### src/rtl/rlde_pkg.sv
// Shared types and constants for the run-length decimal encoder.
// Depends on nothing; the interfaces and the core import it.
`default_nettype none

package rlde_pkg;

   localparam int unsigned BYTE_W     = 8;
   localparam int unsigned BCD_DIGIT_W = 4;
   localparam logic [BYTE_W-1:0] ASCII_ZERO = 8'h30;
   localparam logic [BCD_DIGIT_W-1:0] BCD_ADJ_LIMIT = 4'd5;
   localparam logic [BCD_DIGIT_W-1:0] BCD_ADJ_ADD   = 4'd3;

   // Encoder sequencer states
   typedef enum logic [2:0] {
      ST_IDLE,
      ST_BYTE,
      ST_CONVERT,
      ST_DIGIT,
      ST_FOLLOW
   } enc_state_type;

endpackage

`default_nettype wire

### src/rtl/rlde_req_if.sv
// Request channel of the run-length decimal encoder: valid/ready plus payload.
// Depends on rlde_pkg for the byte width.
`default_nettype none

interface rlde_req_if;
   import rlde_pkg::*;

   logic              valid;
   logic              ready;
   logic [BYTE_W-1:0] in_byte;
   logic              end_of_stream;

   modport source (output valid, output in_byte, output end_of_stream, input ready);
   modport sink   (input valid, input in_byte, input end_of_stream, output ready);
endinterface

`default_nettype wire

### src/rtl/rlde_rsp_if.sv
// Response channel of the run-length decimal encoder: valid/ready plus payload.
// Depends on rlde_pkg for the byte width.
`default_nettype none

interface rlde_rsp_if;
   import rlde_pkg::*;

   logic              valid;
   logic              ready;
   logic [BYTE_W-1:0] out_byte;
   logic              out_last;

   modport source (output valid, output out_byte, output out_last, input ready);
   modport sink   (input valid, input out_byte, input out_last, output ready);
endinterface

`default_nettype wire

### src/rtl/run_length_decimal_encoder_core.sv
// Run-length encoder core with bit-serial binary to ASCII decimal count output.
// Depends on rlde_pkg, rlde_req_if and rlde_rsp_if.
//
// Usage:
//   req_chan carries one input byte per request, with end_of_stream on the
//   final byte. rsp_chan returns encoded bytes: the run byte, then the run
//   length as ASCII decimal digits (most significant first, no leading zeros)
//   when the length exceeds one. out_last marks the final byte of a stream.
//   A request that extends the open run, or opens the first run, is taken
//   in ST_IDLE without starting a job, so such bytes stream in back to
//   back. A request that closes a run holds req_chan.ready low while the
//   run is sent: the run byte, then, for lengths above one, a bit-serial
//   double-dabble conversion over CW count bits (CW = COUNT_WIDTH capped
//   at 16) and the decimal digits (ND digit slots, leading zeros skipped),
//   plus a trailing single byte when a new byte ends the stream.
//   The result register sits between engine and rsp_chan, so a stalled
//   receiver only stops the engine, and the byte on offer holds until taken.
//   Reset (synchronous, active high) closes any open run and drops output.
`default_nettype none

module run_length_decimal_encoder_core #(
   parameter int unsigned COUNT_WIDTH = 16
) (
   input  wire logic  clock,
   input  wire logic  reset,
   rlde_req_if.sink   req_chan,
   rlde_rsp_if.source rsp_chan
);
   import rlde_pkg::*;

   localparam int unsigned CW     = (COUNT_WIDTH > 16) ? 16 : COUNT_WIDTH;
   localparam int unsigned ND     = (CW * 77) / 256 + 1;
   localparam int unsigned BCD_W  = ND * BCD_DIGIT_W;
   localparam int unsigned BITC_W = $clog2(CW + 1);
   localparam int unsigned DIGC_W = $clog2(ND + 1);
   localparam logic [CW-1:0] CNT_MAX = {CW{1'b1}};
   localparam logic [CW-1:0] CNT_ONE = CW'(1);

   // Run state
   logic              run_open_ff, run_open_in;
   logic [BYTE_W-1:0] run_byte_ff, run_byte_in;
   logic [CW-1:0]     run_len_ff, run_len_in;

   // Emission job
   enc_state_type     state_ff, state_in;
   logic [BYTE_W-1:0] job_byte_ff, job_byte_in;
   logic [CW-1:0]     job_len_ff, job_len_in;
   logic              job_last_ff, job_last_in;
   logic              follow_ff, follow_in;
   logic [BCD_W-1:0]  bcd_ff, bcd_in;
   logic [BITC_W-1:0] bit_cnt_ff, bit_cnt_in;
   logic [DIGC_W-1:0] dig_cnt_ff, dig_cnt_in;
   logic              started_ff, started_in;

   // Result register
   logic              out_valid_ff, out_valid_in;
   logic [BYTE_W-1:0] out_byte_ff, out_byte_in;
   logic              out_last_ff, out_last_in;

   logic                   accept;
   logic                   same;
   logic                   slot_free;
   logic                   out_load;
   logic [CW-1:0]          len_sat;
   logic [BCD_W-1:0]       bcd_adj;
   logic [BCD_DIGIT_W-1:0] top_digit;

   assign req_chan.ready    = (state_ff == ST_IDLE);
   assign accept            = req_chan.valid && req_chan.ready;
   assign same              = run_open_ff && (req_chan.in_byte == run_byte_ff);
   assign len_sat           = (run_len_ff == CNT_MAX) ? run_len_ff : run_len_ff + CNT_ONE;
   assign slot_free         = !out_valid_ff || rsp_chan.ready;
   assign top_digit         = bcd_ff[BCD_W-1 -: BCD_DIGIT_W];

   assign rsp_chan.valid    = out_valid_ff;
   assign rsp_chan.out_byte = out_byte_ff;
   assign rsp_chan.out_last = out_last_ff;

   // Add three to every BCD digit of five or more before the next shift
   always_comb begin
      for (int i = 0; i < ND; i++) begin
         if (bcd_ff[i*BCD_DIGIT_W +: BCD_DIGIT_W] >= BCD_ADJ_LIMIT) begin
            bcd_adj[i*BCD_DIGIT_W +: BCD_DIGIT_W] =
               bcd_ff[i*BCD_DIGIT_W +: BCD_DIGIT_W] + BCD_ADJ_ADD;
         end else begin
            bcd_adj[i*BCD_DIGIT_W +: BCD_DIGIT_W] = bcd_ff[i*BCD_DIGIT_W +: BCD_DIGIT_W];
         end
      end
   end

   // Next state and outputs of the sequencer
   always_comb begin
      state_in    = state_ff;
      run_open_in = run_open_ff;
      run_byte_in = run_byte_ff;
      run_len_in  = run_len_ff;
      job_byte_in = job_byte_ff;
      job_len_in  = job_len_ff;
      job_last_in = job_last_ff;
      follow_in   = follow_ff;
      bcd_in      = bcd_ff;
      bit_cnt_in  = bit_cnt_ff;
      dig_cnt_in  = dig_cnt_ff;
      started_in  = started_ff;
      out_load    = 1'b0;
      out_byte_in = out_byte_ff;
      out_last_in = out_last_ff;

      unique case (state_ff)
         ST_IDLE: begin
            if (accept) begin
               priority if (same) begin
                  if (req_chan.end_of_stream) begin
                     // Close the run with this byte and send it as last
                     job_byte_in = run_byte_ff;
                     job_len_in  = len_sat;
                     job_last_in = 1'b1;
                     follow_in   = 1'b0;
                     run_open_in = 1'b0;
                     run_len_in  = '0;
                     state_in    = ST_BYTE;
                  end else begin
                     run_len_in = len_sat;
                  end
               end else if (run_open_ff) begin
                  // Send the old run; a stream end adds the new byte alone
                  job_byte_in = run_byte_ff;
                  job_len_in  = run_len_ff;
                  job_last_in = 1'b0;
                  follow_in   = req_chan.end_of_stream;
                  run_byte_in = req_chan.in_byte;
                  run_len_in  = req_chan.end_of_stream ? '0 : CNT_ONE;
                  run_open_in = !req_chan.end_of_stream;
                  state_in    = ST_BYTE;
               end else begin
                  if (req_chan.end_of_stream) begin
                     job_byte_in = req_chan.in_byte;
                     job_len_in  = CNT_ONE;
                     job_last_in = 1'b1;
                     follow_in   = 1'b0;
                     run_len_in  = '0;
                     state_in    = ST_BYTE;
                  end else begin
                     run_byte_in = req_chan.in_byte;
                     run_len_in  = CNT_ONE;
                     run_open_in = 1'b1;
                  end
               end
            end
         end

         ST_BYTE: begin
            if (slot_free) begin
               out_load    = 1'b1;
               out_byte_in = job_byte_ff;
               out_last_in = job_last_ff && (job_len_ff == CNT_ONE);
               if (job_len_ff != CNT_ONE) begin
                  bcd_in     = '0;
                  bit_cnt_in = BITC_W'(CW);
                  state_in   = ST_CONVERT;
               end else if (follow_ff) begin
                  state_in = ST_FOLLOW;
               end else begin
                  state_in = ST_IDLE;
               end
            end
         end

         ST_CONVERT: begin
            // Shift one count bit into the BCD register per cycle
            bcd_in     = {bcd_adj[BCD_W-2:0], job_len_ff[CW-1]};
            job_len_in = {job_len_ff[CW-2:0], 1'b0};
            bit_cnt_in = bit_cnt_ff - 1'b1;
            if (bit_cnt_ff == BITC_W'(1)) begin
               dig_cnt_in = DIGC_W'(ND);
               started_in = 1'b0;
               state_in   = ST_DIGIT;
            end
         end

         ST_DIGIT: begin
            if (!started_ff && (top_digit == '0)) begin
               // Drop a leading zero
               bcd_in     = {bcd_ff[BCD_W-BCD_DIGIT_W-1:0], {BCD_DIGIT_W{1'b0}}};
               dig_cnt_in = dig_cnt_ff - 1'b1;
            end else if (slot_free) begin
               out_load    = 1'b1;
               out_byte_in = ASCII_ZERO + BYTE_W'(top_digit);
               out_last_in = job_last_ff && (dig_cnt_ff == DIGC_W'(1));
               started_in  = 1'b1;
               bcd_in      = {bcd_ff[BCD_W-BCD_DIGIT_W-1:0], {BCD_DIGIT_W{1'b0}}};
               dig_cnt_in  = dig_cnt_ff - 1'b1;
               if (dig_cnt_ff == DIGC_W'(1)) begin
                  state_in = follow_ff ? ST_FOLLOW : ST_IDLE;
               end
            end
         end

         ST_FOLLOW: begin
            if (slot_free) begin
               out_load    = 1'b1;
               out_byte_in = run_byte_ff;
               out_last_in = 1'b1;
               follow_in   = 1'b0;
               state_in    = ST_IDLE;
            end
         end

         default: begin
            state_in = ST_IDLE;
         end
      endcase

      out_valid_in = out_load || (out_valid_ff && !rsp_chan.ready);
   end

   // Control registers
   always_ff @(posedge clock) begin
      if (reset) begin
         state_ff     <= ST_IDLE;
         run_open_ff  <= 1'b0;
         run_len_ff   <= '0;
         follow_ff    <= 1'b0;
         out_valid_ff <= 1'b0;
      end else begin
         state_ff     <= state_in;
         run_open_ff  <= run_open_in;
         run_len_ff   <= run_len_in;
         follow_ff    <= follow_in;
         out_valid_ff <= out_valid_in;
      end
   end

   // Payload registers
   always_ff @(posedge clock) begin
      run_byte_ff <= run_byte_in;
      job_byte_ff <= job_byte_in;
      job_len_ff  <= job_len_in;
      job_last_ff <= job_last_in;
      bcd_ff      <= bcd_in;
      bit_cnt_ff  <= bit_cnt_in;
      dig_cnt_ff  <= dig_cnt_in;
      started_ff  <= started_in;
      out_byte_ff <= out_byte_in;
      out_last_ff <= out_last_in;
   end

`ifndef NO_ASSERTIONS
   a_open_len_nonzero: assert property (@(posedge clock) disable iff (reset)
      run_open_ff |-> (run_len_ff != '0))
      else $error("open run with zero length");

   a_eos_closes_run: assert property (@(posedge clock) disable iff (reset)
      (accept && req_chan.end_of_stream) |=> !run_open_ff)
      else $error("run still open after end of stream");

   a_digit_count_live: assert property (@(posedge clock) disable iff (reset)
      (state_ff == ST_DIGIT) |-> (dig_cnt_ff != '0))
      else $error("digit phase with no digits left");

   a_last_ends_job: assert property (@(posedge clock) disable iff (reset)
      (out_load && out_last_in) |=> (state_ff == ST_IDLE))
      else $error("engine busy after last byte of stream");

   a_lead_digit_nonzero: assert property (@(posedge clock) disable iff (reset)
      (out_load && (state_ff == ST_DIGIT) && !started_ff) |-> (top_digit != '0))
      else $error("leading zero sent");
`endif

endmodule

`default_nettype wire
### src/flat_wrapper.sv
// flat-port wrapper written by rule: the top's interface ports become plain ports
module run_length_decimal_encoder_core_flat import rlde_pkg::*;
#(
   parameter int unsigned COUNT_WIDTH = 16
)
  (clock, reset, req_chan_valid, req_chan_in_byte, req_chan_end_of_stream, req_chan_ready, rsp_chan_valid, rsp_chan_out_byte, rsp_chan_out_last, rsp_chan_ready);
  rlde_req_if req_chan_i ();
  rlde_rsp_if rsp_chan_i ();
  input  wire logic clock;
  input  wire logic reset;
  input wire logic [$bits(req_chan_i.valid)-1:0] req_chan_valid;
  input wire logic [$bits(req_chan_i.in_byte)-1:0] req_chan_in_byte;
  input wire logic [$bits(req_chan_i.end_of_stream)-1:0] req_chan_end_of_stream;
  output wire logic [$bits(req_chan_i.ready)-1:0] req_chan_ready;
  output wire logic [$bits(rsp_chan_i.valid)-1:0] rsp_chan_valid;
  output wire logic [$bits(rsp_chan_i.out_byte)-1:0] rsp_chan_out_byte;
  output wire logic [$bits(rsp_chan_i.out_last)-1:0] rsp_chan_out_last;
  input wire logic [$bits(rsp_chan_i.ready)-1:0] rsp_chan_ready;
  assign req_chan_i.valid = req_chan_valid;
  assign req_chan_i.in_byte = req_chan_in_byte;
  assign req_chan_i.end_of_stream = req_chan_end_of_stream;
  assign req_chan_ready = req_chan_i.ready;
  assign rsp_chan_valid = rsp_chan_i.valid;
  assign rsp_chan_out_byte = rsp_chan_i.out_byte;
  assign rsp_chan_out_last = rsp_chan_i.out_last;
  assign rsp_chan_i.ready = rsp_chan_ready;
  run_length_decimal_encoder_core #(.COUNT_WIDTH(COUNT_WIDTH)) u_core (.clock(clock), .reset(reset), .req_chan(req_chan_i), .rsp_chan(rsp_chan_i));
endmodule
### config.mk
export PLATFORM = sky130hd
export DESIGN_NAME = run_length_decimal_encoder_core_flat
export DESIGN_NICKNAME = d
export VERILOG_FILES = /design/src/rtl/rlde_pkg.sv /design/src/rtl/rlde_req_if.sv /design/src/rtl/rlde_rsp_if.sv /design/src/rtl/run_length_decimal_encoder_core.sv /design/src/flat_wrapper.sv
export SDC_FILE = /design/constraint.sdc
export NUM_CORES = 1
export LEC_CHECK = 0
export CAP_MARGIN = 10
export CORE_MARGIN = 2
export CORE_UTILIZATION = 58
export CTS_CLUSTER_SIZE = 28
export DETAILED_ROUTE_END_ITERATION = 8
export DONT_BUFFER_PORTS = 1
export GPL_TIMING_DRIVEN = 0
export PLACE_DENSITY = 0.87
export SKIP_CTS_REPAIR_TIMING = 1
export SLEW_MARGIN = 20
export SYNTH_ARGS = -nofsm -noshare
export SYNTH_HDL_FRONTEND = slang
export SYNTH_SLANG_ARGS = --single-unit
### constraint.sdc
create_clock -name clock -period 2.61 [get_ports clock]
set_clock_uncertainty 0.1 [all_clocks]
set_input_delay 0.3915 -clock clock [delete_from_list [all_inputs] [get_ports clock]]
set_output_delay 0.3915 -clock clock [all_outputs]
set_load 0.005 [all_outputs]
# --- Word level (Yosys, flattened, before mapping) ---
# Cells that the tools add are included.
word_totals:
  regBits: 93
  latchBits: 0
  ramBits: 0
  mem_bits_ro: 0
  in_bits: 13
  elab_cells: 162
  memories: 0
op_classes:
  n_addsub: 9
  multipliers: 0
  div: 0
  magnitude_cmp: 5
  n_eq_ne: 23
  n_shift: 0
  muxes: 75
  bitwise_logic: 1
  n_reduce_logical: 34
op_table:
  columns: ["op", "count"]
  rows:
  - ["2-to-1 mux 16 bit", 8]
  - ["2-to-1 mux 20 bit", 4]
  - ["2-to-1 mux 8 bit", 10]
  - ["case mux 20 bit (3 select lines)", 1]
  - ["2-to-1 mux 3 bit", 16]
  - ["case mux 16 bit (2 select lines)", 1]
  - ["case mux 8 bit (3 select lines)", 1]
  - ["2-to-1 mux 1 bit", 21]
  - ["greater-or-equal comparator 4 x 3 -> 1 bit (second input constant)", 5]
  - ["AND reduction 4 bit", 5]
  - ["adder 16 x 1 -> 16 bit (second input constant)", 1]
  - ["adder 4 x 2 -> 4 bit (second input constant)", 4]
  - ["== test 16 x 1 -> 1 bit (second input constant)", 1]
  - ["== test 16 bit (second input constant)", 1]
  - ["2-to-1 mux 4 bit", 4]
  - ["inequality test 16 x 1 -> 1 bit (second input constant)", 1]
  - ["case mux 3 bit (5 select lines)", 1]
  - ["inequality test 2 x 1 -> 1 bit (second input constant)", 7]
  - ["AND reduction 3 bit", 4]
  - ["2-to-1 mux 5 bit", 2]
  - ["case mux 5 bit (2 select lines)", 1]
  - ["nonzero test 2 bit", 5]
  - ["== test 8 bit", 1]
  - ["adder 6 x 4 -> 7 bit (first input constant)", 1]
  - ["other kinds (24)", 41]

# --- Depth between registers and ports, before layout ---
# Gate-level depths: netlist of the first run.
logic_depth:
  depth_word: 6
  ltp_mapped: 9

# --- Worst setup path before layout of the first run ---
# OpenSTA, ideal clock, no wires.
synth_timing:
  path_kind: "register -> register"
  start: "register u_core.state_ff[2]"
  end: "register u_core.job_len_ff[0], enable pin"
  setup_ns: 0.334
  t_arrival_ns: 2.199
  path_slack_ns: -0.024
  path_stages_with_launch: 9
  n_path_buf: 2
  period_less_slack_ns: 2.634
  path_cell_list: "dfxtp_1 > buf_6 > nor3_4 > nand2_2 > clkinv_2 > clkbuf_1 > nand2_1 > o21ai_0 > or2_2"
synth_via:
  elab_chain_len: 4
  word_cells_on_any_way: 8
  cone_classes: "eq/ne (4); reduce/logical (4)"
synth_lines:
  columns: ["element", "line", "text"]
  rows:
  - ["start: declaration", "run_length_decimal_encoder_core.sv:45", "enc_state_type state_ff, state_in;"]
  - ["start signal: assignment", "run_length_decimal_encoder_core.sv:226", "state_ff <= state_in;"]
  - ["zero test 3 bit *", "run_length_decimal_encoder_core.sv:68", "assign req_chan.ready = (state_ff == ST_IDLE);"]
  - ["via req_chan_ready", "flat_wrapper.sv:14", "output wire logic [$bits(req_chan_i.ready)-1:0] req_chan_ready;"]
  - ["logical AND 1 bit", "run_length_decimal_encoder_core.sv:69", "assign accept = req_chan.valid && req_chan.ready;"]
  - ["inequality test 2 bit (no line)", null, null]
  - ["AND reduction 4 bit (no line) *", null, null]
  - ["end signal: assignment", "run_length_decimal_encoder_core.sv:238", "job_len_ff <= job_len_in;"]
  - ["end: declaration", "run_length_decimal_encoder_core.sv:47", "logic [CW-1:0] job_len_ff, job_len_in;"]
# Mark *: on every way through the listed nets, which the timed path passes. The rest lies on a longest branch.
# A chain may end at the register's enable or synchronous reset.

# --- Final worst setup path of the first run ---
layout_timing:
  start: "register u_core.run_len_ff[1]"
  end: "register u_core.job_len_ff[9], data pin"
layout_via:
  elab_chain_len: 6
  word_cells_on_any_way: 7
  cone_classes: "add/sub (1); eq/ne (1); mux (5)"
layout_lines:
  columns: ["element", "line", "text"]
  rows:
  - ["start: declaration", "run_length_decimal_encoder_core.sv:42", "logic [CW-1:0] run_len_ff, run_len_in;"]
  - ["start signal: assignment", "run_length_decimal_encoder_core.sv:228", "run_len_ff <= run_len_in;"]
  - ["adder 16 x 1 -> 16 bit or == test 16 bit (tied branches)", "run_length_decimal_encoder_core.sv:71", "assign len_sat = (run_len_ff == CNT_MAX) ? run_len_ff : run_len_ff + CNT_ONE;"]
  - ["2-to-1 mux 16 bit *", "run_length_decimal_encoder_core.sv:71", null]
  - ["2-to-1 mux 16 bit *", "run_length_decimal_encoder_core.sv:113", "if (req_chan.end_of_stream) begin"]
  - ["2-to-1 mux 16 bit *", "run_length_decimal_encoder_core.sv:112", "priority if (same) begin"]
  - ["2-to-1 mux 16 bit *", "run_length_decimal_encoder_core.sv:111", "if (accept) begin"]
  - ["case mux 16 bit (2 select lines) *", "run_length_decimal_encoder_core.sv:109", "unique case (state_ff)"]
  - ["via u_core.job_len_in[9]", "run_length_decimal_encoder_core.sv:47", null]
# Mark *: on every way through the listed nets, which the timed path passes. The rest lies on a longest branch. The select of a mux whose other input is x is not followed.

==> results of run 1 <==
[final timing paths]
path / to / slack [ps] / depth (start not counted)
setup / recovery: u_core.job_len_ff[9] / 80 / 7
hold / removal: u_core.state_ff[1] / 100 / 2
setup reg to reg: u_core.job_len_ff[9] / 80 / 7
hold reg to reg: u_core.state_ff[2] / 390 / 2
[synthesized netlist by cell type (5+ instances only)]
cell type and n:
a211oi_1 5, a21oi_1 51, a22oi_1 7, buf_2 9
clkbuf_1 20, dfxtp_1 22, edfxtp_1 71, ha_1 16
inv_1 24, mux2_2 8, nand2_1 74, nand2b_1 8
nand3_1 27, nand4_1 16, nor2_1 45, nor2b_1 10
nor3_1 8, nor4_1 7, o211ai_1 5, o21ai_0 28
o21ai_1 6, or3_1 6, or4_1 8, xnor2_1 17
[power groups by stage]
stage / sequential (uW) / combinational [uW] / clock, uW
floorplan: 1960 / 584 / 0
global placement: 2000 / 703 / 0
detailed placement: 2010 / 753 / 0
CTS: 1980 / 763 / 979
global route: 2010 / 879 / 1040
finish: 1980 / 785 / 978
[area by class of cell]
class	count	area [um2]
Clock inverter	7	75.1
Buffer	31	136
Inverter	26	98.8
Fill cell	686	3030
Sequential cell	93	2570
Multi-Input combinational cell	413	2540
Tap cell	108	135
Clock buffer	9	124
Timing Repair Buffer	9	91.3
[stage by stage]
step           instance area (um2)  hold WS, ps
2_1_floorplan                 5300          351
3_3_place_gp                  5440          376
3_5_place_dp                  5450          378
4_1_cts                       5650        -3.45
5_1_grt                       5770          103
6_report                      5770          101
[flip-flops by register name, summed over array words and instances, names as in the netlist, 3 cells and up]
name and count:
u_core.run_byte_ff 8, u_core.state_ff 3, u_core.job_byte_ff 8, u_core.dig_cnt_ff 3, u_core.run_len_ff 16, u_core.rsp_chan.out_byte 8, u_core.bcd_ff 20, u_core.bit_cnt_ff 5
u_core.job_len_ff 16
[per-layer routing]
layer	track usage	up-vias
met2	0.426	243
met1	0.358	2140
met4	0.0685	0
met5	0	-
met3	0.0499	29
li1	-	2111
[cell families after synthesis]
group / share of synthesized area
flip-flops: 0.485
adder cells (fa/ha/maj): 0.0377
XOR/XNOR: 0.0314
buffers and inverters: 0.0441
multiplexers: 0.0245
AND/OR/NAND/NOR: 0.229
AO/OA/AOI/OAI: 0.149
==> qor.yml, run 1 <==
status: "completed"
yosysSeqAreaShare: 0.485
numPortBuffers: 0
core_um2: 8810
syn-cell-area_um2: 5300
clock_path_buffers: 2
startpoint_type: "flop"
power_uw: 3750
final_cell_count_no_fill: 696
cts_tree: "done"
dr.pass1.iters: 6
crit_path_end_kind: "flop"
timing.setup.tns_ps: 0
final-hold-violation-count: 0
dp_slack_ps: -359
dp.cells: 672
grt.overflow.total: 0
yosys.cell_types.count: 62
min_period_ps: 2530
worstHoldStart: "reset"
root_buffer: "clkbuf_8"
ys_seq_elements: 93
dieWidth_um: 99.6
synth_nets: 592
setup_ws_ps: 82.2
nNetsFinal: 612
vdd_drop_max_mv: 0.330
synth.top_cell.area_share: 0.402
p_seq_frac: 0.529
clock_latency_ps: 380
fmax_ghz: 0.396
start_util: 0.602
dr_total_vias: 4523
gp_congestion: 0.932
grt_pass1_wl_mm: 20.6
slowest_stage: "or4_1"
layout_commonest_cell: "nand2_1"
num_rows: 34
synth_top_area_cell: "edfxtp_1"
power_density_nw_per_um2: 649
pwr-share-clk: 0.261
dp_hpwl_mm: 8.99
grt_pass1_vias: 4255
setup_viol: 0
synthArstFlopShare: 0
p_comb_frac: 0.210
antenna_found_initial: 0
r2r_start: "u_core.run_len_ff[1]"
cp.required_ps: 2600
wl_per_cell_um: 18.5
relSlewSlack: 0.548
clk_pin_slew_worst_paths_ps: 110
drt-vias-per-instance: 6.50
switching_power_uw: 1240
path_delay_family: "simple AND/OR/NAND/NOR gates"
power.internal_uw: 2510
cap_violations: 0
ys_warn_count: 0
power.leakage_uw: 0.00199
grtUsageTotal: 0.260
cp_max_fo: 7
final.period_utilization: 0.969
synth_edf_count: 71
final_cell_mix: "nand2_1, edfxtp_1, a21oi_1"
topRoutingLayerUsed: "met4"
crit_start: "u_core.run_len_ff[1]"
diodes: 0
synth_area_leaders: "edfxtp_1, dfxtp_1, nand2_1"
syn_inst: 563
initialDrtViolationCount: 497
final-max-slew-violation-count: 0
drive_gt1_frac: 0.0918
swShare: 0.331
worstHoldPathType: "primary input to flop"
cpPeakStageDelay_ps: 540
route.detailed.drc: 0
die_h_um: 99.6
critPathArrivalTime_ps: 2520
cts_num_sinks: 93
h-tree-depth: 3
ant_nets: 0
grt_max_degree: 20
die-area_um2: 9930
synth_flop_cell: "edfxtp_1"
io_pins: 24
crit_chain: "ha_2, nand3_1, or4_1, buf_2, nand4_1, xor2_1, o21ai_0"
wl_met1_mm: 5.26
worstMarginPinSlew_ps: 672
dr_wl_met2_mm: 6.35
area_delta_synth_final_pct: 8.82
routed_wirelength_mm: 12.9
cts_inserted_buffers: 9
dr_wl_met3_mm: 1.08
path_class: "flop to flop"
crit_buf_inv: 1
final_util: 0.655
syn_avg_cell_area_um2: 9.42
No activity file was read; power rests on OpenSTA's default activity.
==> run 2, diff against run 1 <==
==> constraint.sdc (replaced) <==
create_clock -name clock -period 2.61 [get_ports clock]
set_clock_uncertainty 0.1 [all_clocks]
set_input_delay 0.1305 -clock clock [delete_from_list [all_inputs] [get_ports clock]]
set_output_delay 0.1305 -clock clock [all_outputs]
set_load 0.005 [all_outputs]
==> qor.yml, run 2 (synthesized netlist as in run 1, its figures left out) <==
cts_tree: "done"
initialDrtViolationCount: 563  # +13%
critPathArrivalTime_ps: 2510  # about the same
cap_violations: 0  # unchanged
grt_pass1_vias: 4255  # unchanged
grtUsageTotal: 0.260  # unchanged
dr.pass1.iters: 5  # -1
core_um2: 8810  # unchanged
startpoint_type: "flop"
placed_cell_area_um2: 5450  # unchanged
root_buffer: "clkbuf_8"
vdd_drop_max_mv: 0.330  # -0.16%
crit_start: "u_core.run_len_ff[1]"
routed_wirelength_mm: 13.0  # +0.61%
cts_num_sinks: 93  # unchanged
start_util: 0.602  # unchanged
numPortBuffers: 0  # unchanged
final-hold-violation-count: 0  # unchanged
largest_reg_flops: 20  # unchanged
nNetsFinal: 616  # +0.65%
reg2reg_depth: 7  # unchanged
setup.worst_path.end: "u_core.job_len_ff[9]"
timing.setup.tns_ps: 0  # unchanged
grt_max_degree: 20  # unchanged
clk_pin_slew_worst_paths_ps: 120  # about the same
fillers: 673  # -1.9%
h-tree-depth: 3  # unchanged
final.period_utilization: 0.967  # -0.00189
final_cell_count_no_fill: 700  # +0.57%
reg2reg_slack_ps: 90  # about the same
dieWidth_um: 99.6  # unchanged
layout_commonest_cell: "nand2_1"
grt_pass1_wl_mm: 20.6  # unchanged
rr_endpoint: "u_core.job_len_ff[9]"
r2r_start: "u_core.run_len_ff[1]"
min_period_ps: 2520  # -4.92 ps
power.leakage_uw: 0.00200  # +0.84%
worstMarginPinSlew_ps: 681  # +9.03 ps
power_density_nw_per_um2: 645  # -0.56%
final_util: 0.660  # +0.00455
dp.cells: 672  # unchanged
cp.required_ps: 2600  # about the same
die-area_um2: 9930  # unchanged
final_cell_mix: "nand2_1, edfxtp_1, a21oi_1"
gp_congestion: 0.932  # unchanged
largest_register: "u_core.bcd_ff"
route.detailed.drc: 0  # unchanged
dr_total_vias: 4584  # +1.3%
relSlewSlack: 0.542  # -0.00607
path_class: "flop to flop"
status: "completed"
top_regs: "u_core.bcd_ff: 20 flops, u_core.job_len_ff: 16 flops, u_core.run_len_ff: 16 flops"
fmax_ghz: 0.396  # +0.20%
antenna_found_initial: 0  # unchanged
crit_path_end_kind: "flop"
io_pins: 24  # unchanged
die_h_um: 99.6  # unchanged
worstHoldPathType: "primary input to flop"
clock_latency_ps: 380  # about the same
diodes: 0  # unchanged
final-max-slew-violation-count: 0  # unchanged
drive_gt1_frac: 0.0912  # -0.000621
area_delta_synth_final_pct: 9.58
ant_nets: 0  # unchanged
setup_viol: 0  # unchanged
dp_hpwl_mm: 8.99  # unchanged
grt.overflow.total: 0  # unchanged
wl_per_cell_um: 18.5  # about the same
num_rows: 34  # unchanged
drt-vias-per-instance: 6.55  # +0.77%
cts_inserted_buffers: 9  # unchanged
fin_area_um2: 5810  # +0.69%
cp_max_fo: 7  # unchanged
clock_path_buffers: 2  # unchanged
## run 2: through the flow
step                      total power [uW]  hold WS [ps]  worst slack [ps]
after global placement                2700           130              -482
after CTS                             3720          -264              -404
after global routing                  3940          16.3             -18.6
final                                 3750          21.6              87.1
after detailed placement              2760           130              -359
after floorplan                       2550           129              24.0
## run 2: power breakdown
part / total, uW / internal (uW) / switching, uW
sequential: 1980 / 1820 / 157
clock: 974 / 380 / 594
combinational: 795 / 305 / 490
## run 2: how the worst min path moves through the flow
stage / start / depth (start not counted) / slack, ps / end
CTS: req_chan_in_byte[2] / 0 / -260 / u_core.run_byte_ff[2]
finish: rsp_chan_ready / 3 / 20 / u_core.follow_ff
global placement: req_chan_in_byte[7] / 0 / 130 / u_core.run_byte_ff[7]
floorplan: req_chan_in_byte[0] / 0 / 130 / u_core.run_byte_ff[0]
global route: rsp_chan_ready / 3 / 20 / u_core.follow_ff
detailed placement: req_chan_in_byte[7] / 0 / 130 / u_core.run_byte_ff[7]
## run 2: final cells by class
type	count	area (um2)	area share
Buffer	31	136	0.0235
Clock buffer	9	124	0.0213
Clock inverter	7	75.1	0.0129
Inverter	26	98.8	0.0170
Multi-Input combinational cell	413	2540	0.437
Sequential cell	93	2570	0.443
Tap cell	108	135	0.0233
Timing Repair Buffer	13	131	0.0226
## run 2: critical path: stages, from the launching register on
cell     delay [ps]
dfxtp_1         460
ha_2            300
nand3_1         200
or4_1           540
buf_2           180
nand4_1         110
xor2_1          220
o21ai_0         120
## run 2: metal layers
metal  share of wire  global-route usage
met5               0                   0
met4           0.020              0.0685
met3           0.092              0.0499
met2            0.49               0.426
met1            0.40               0.358
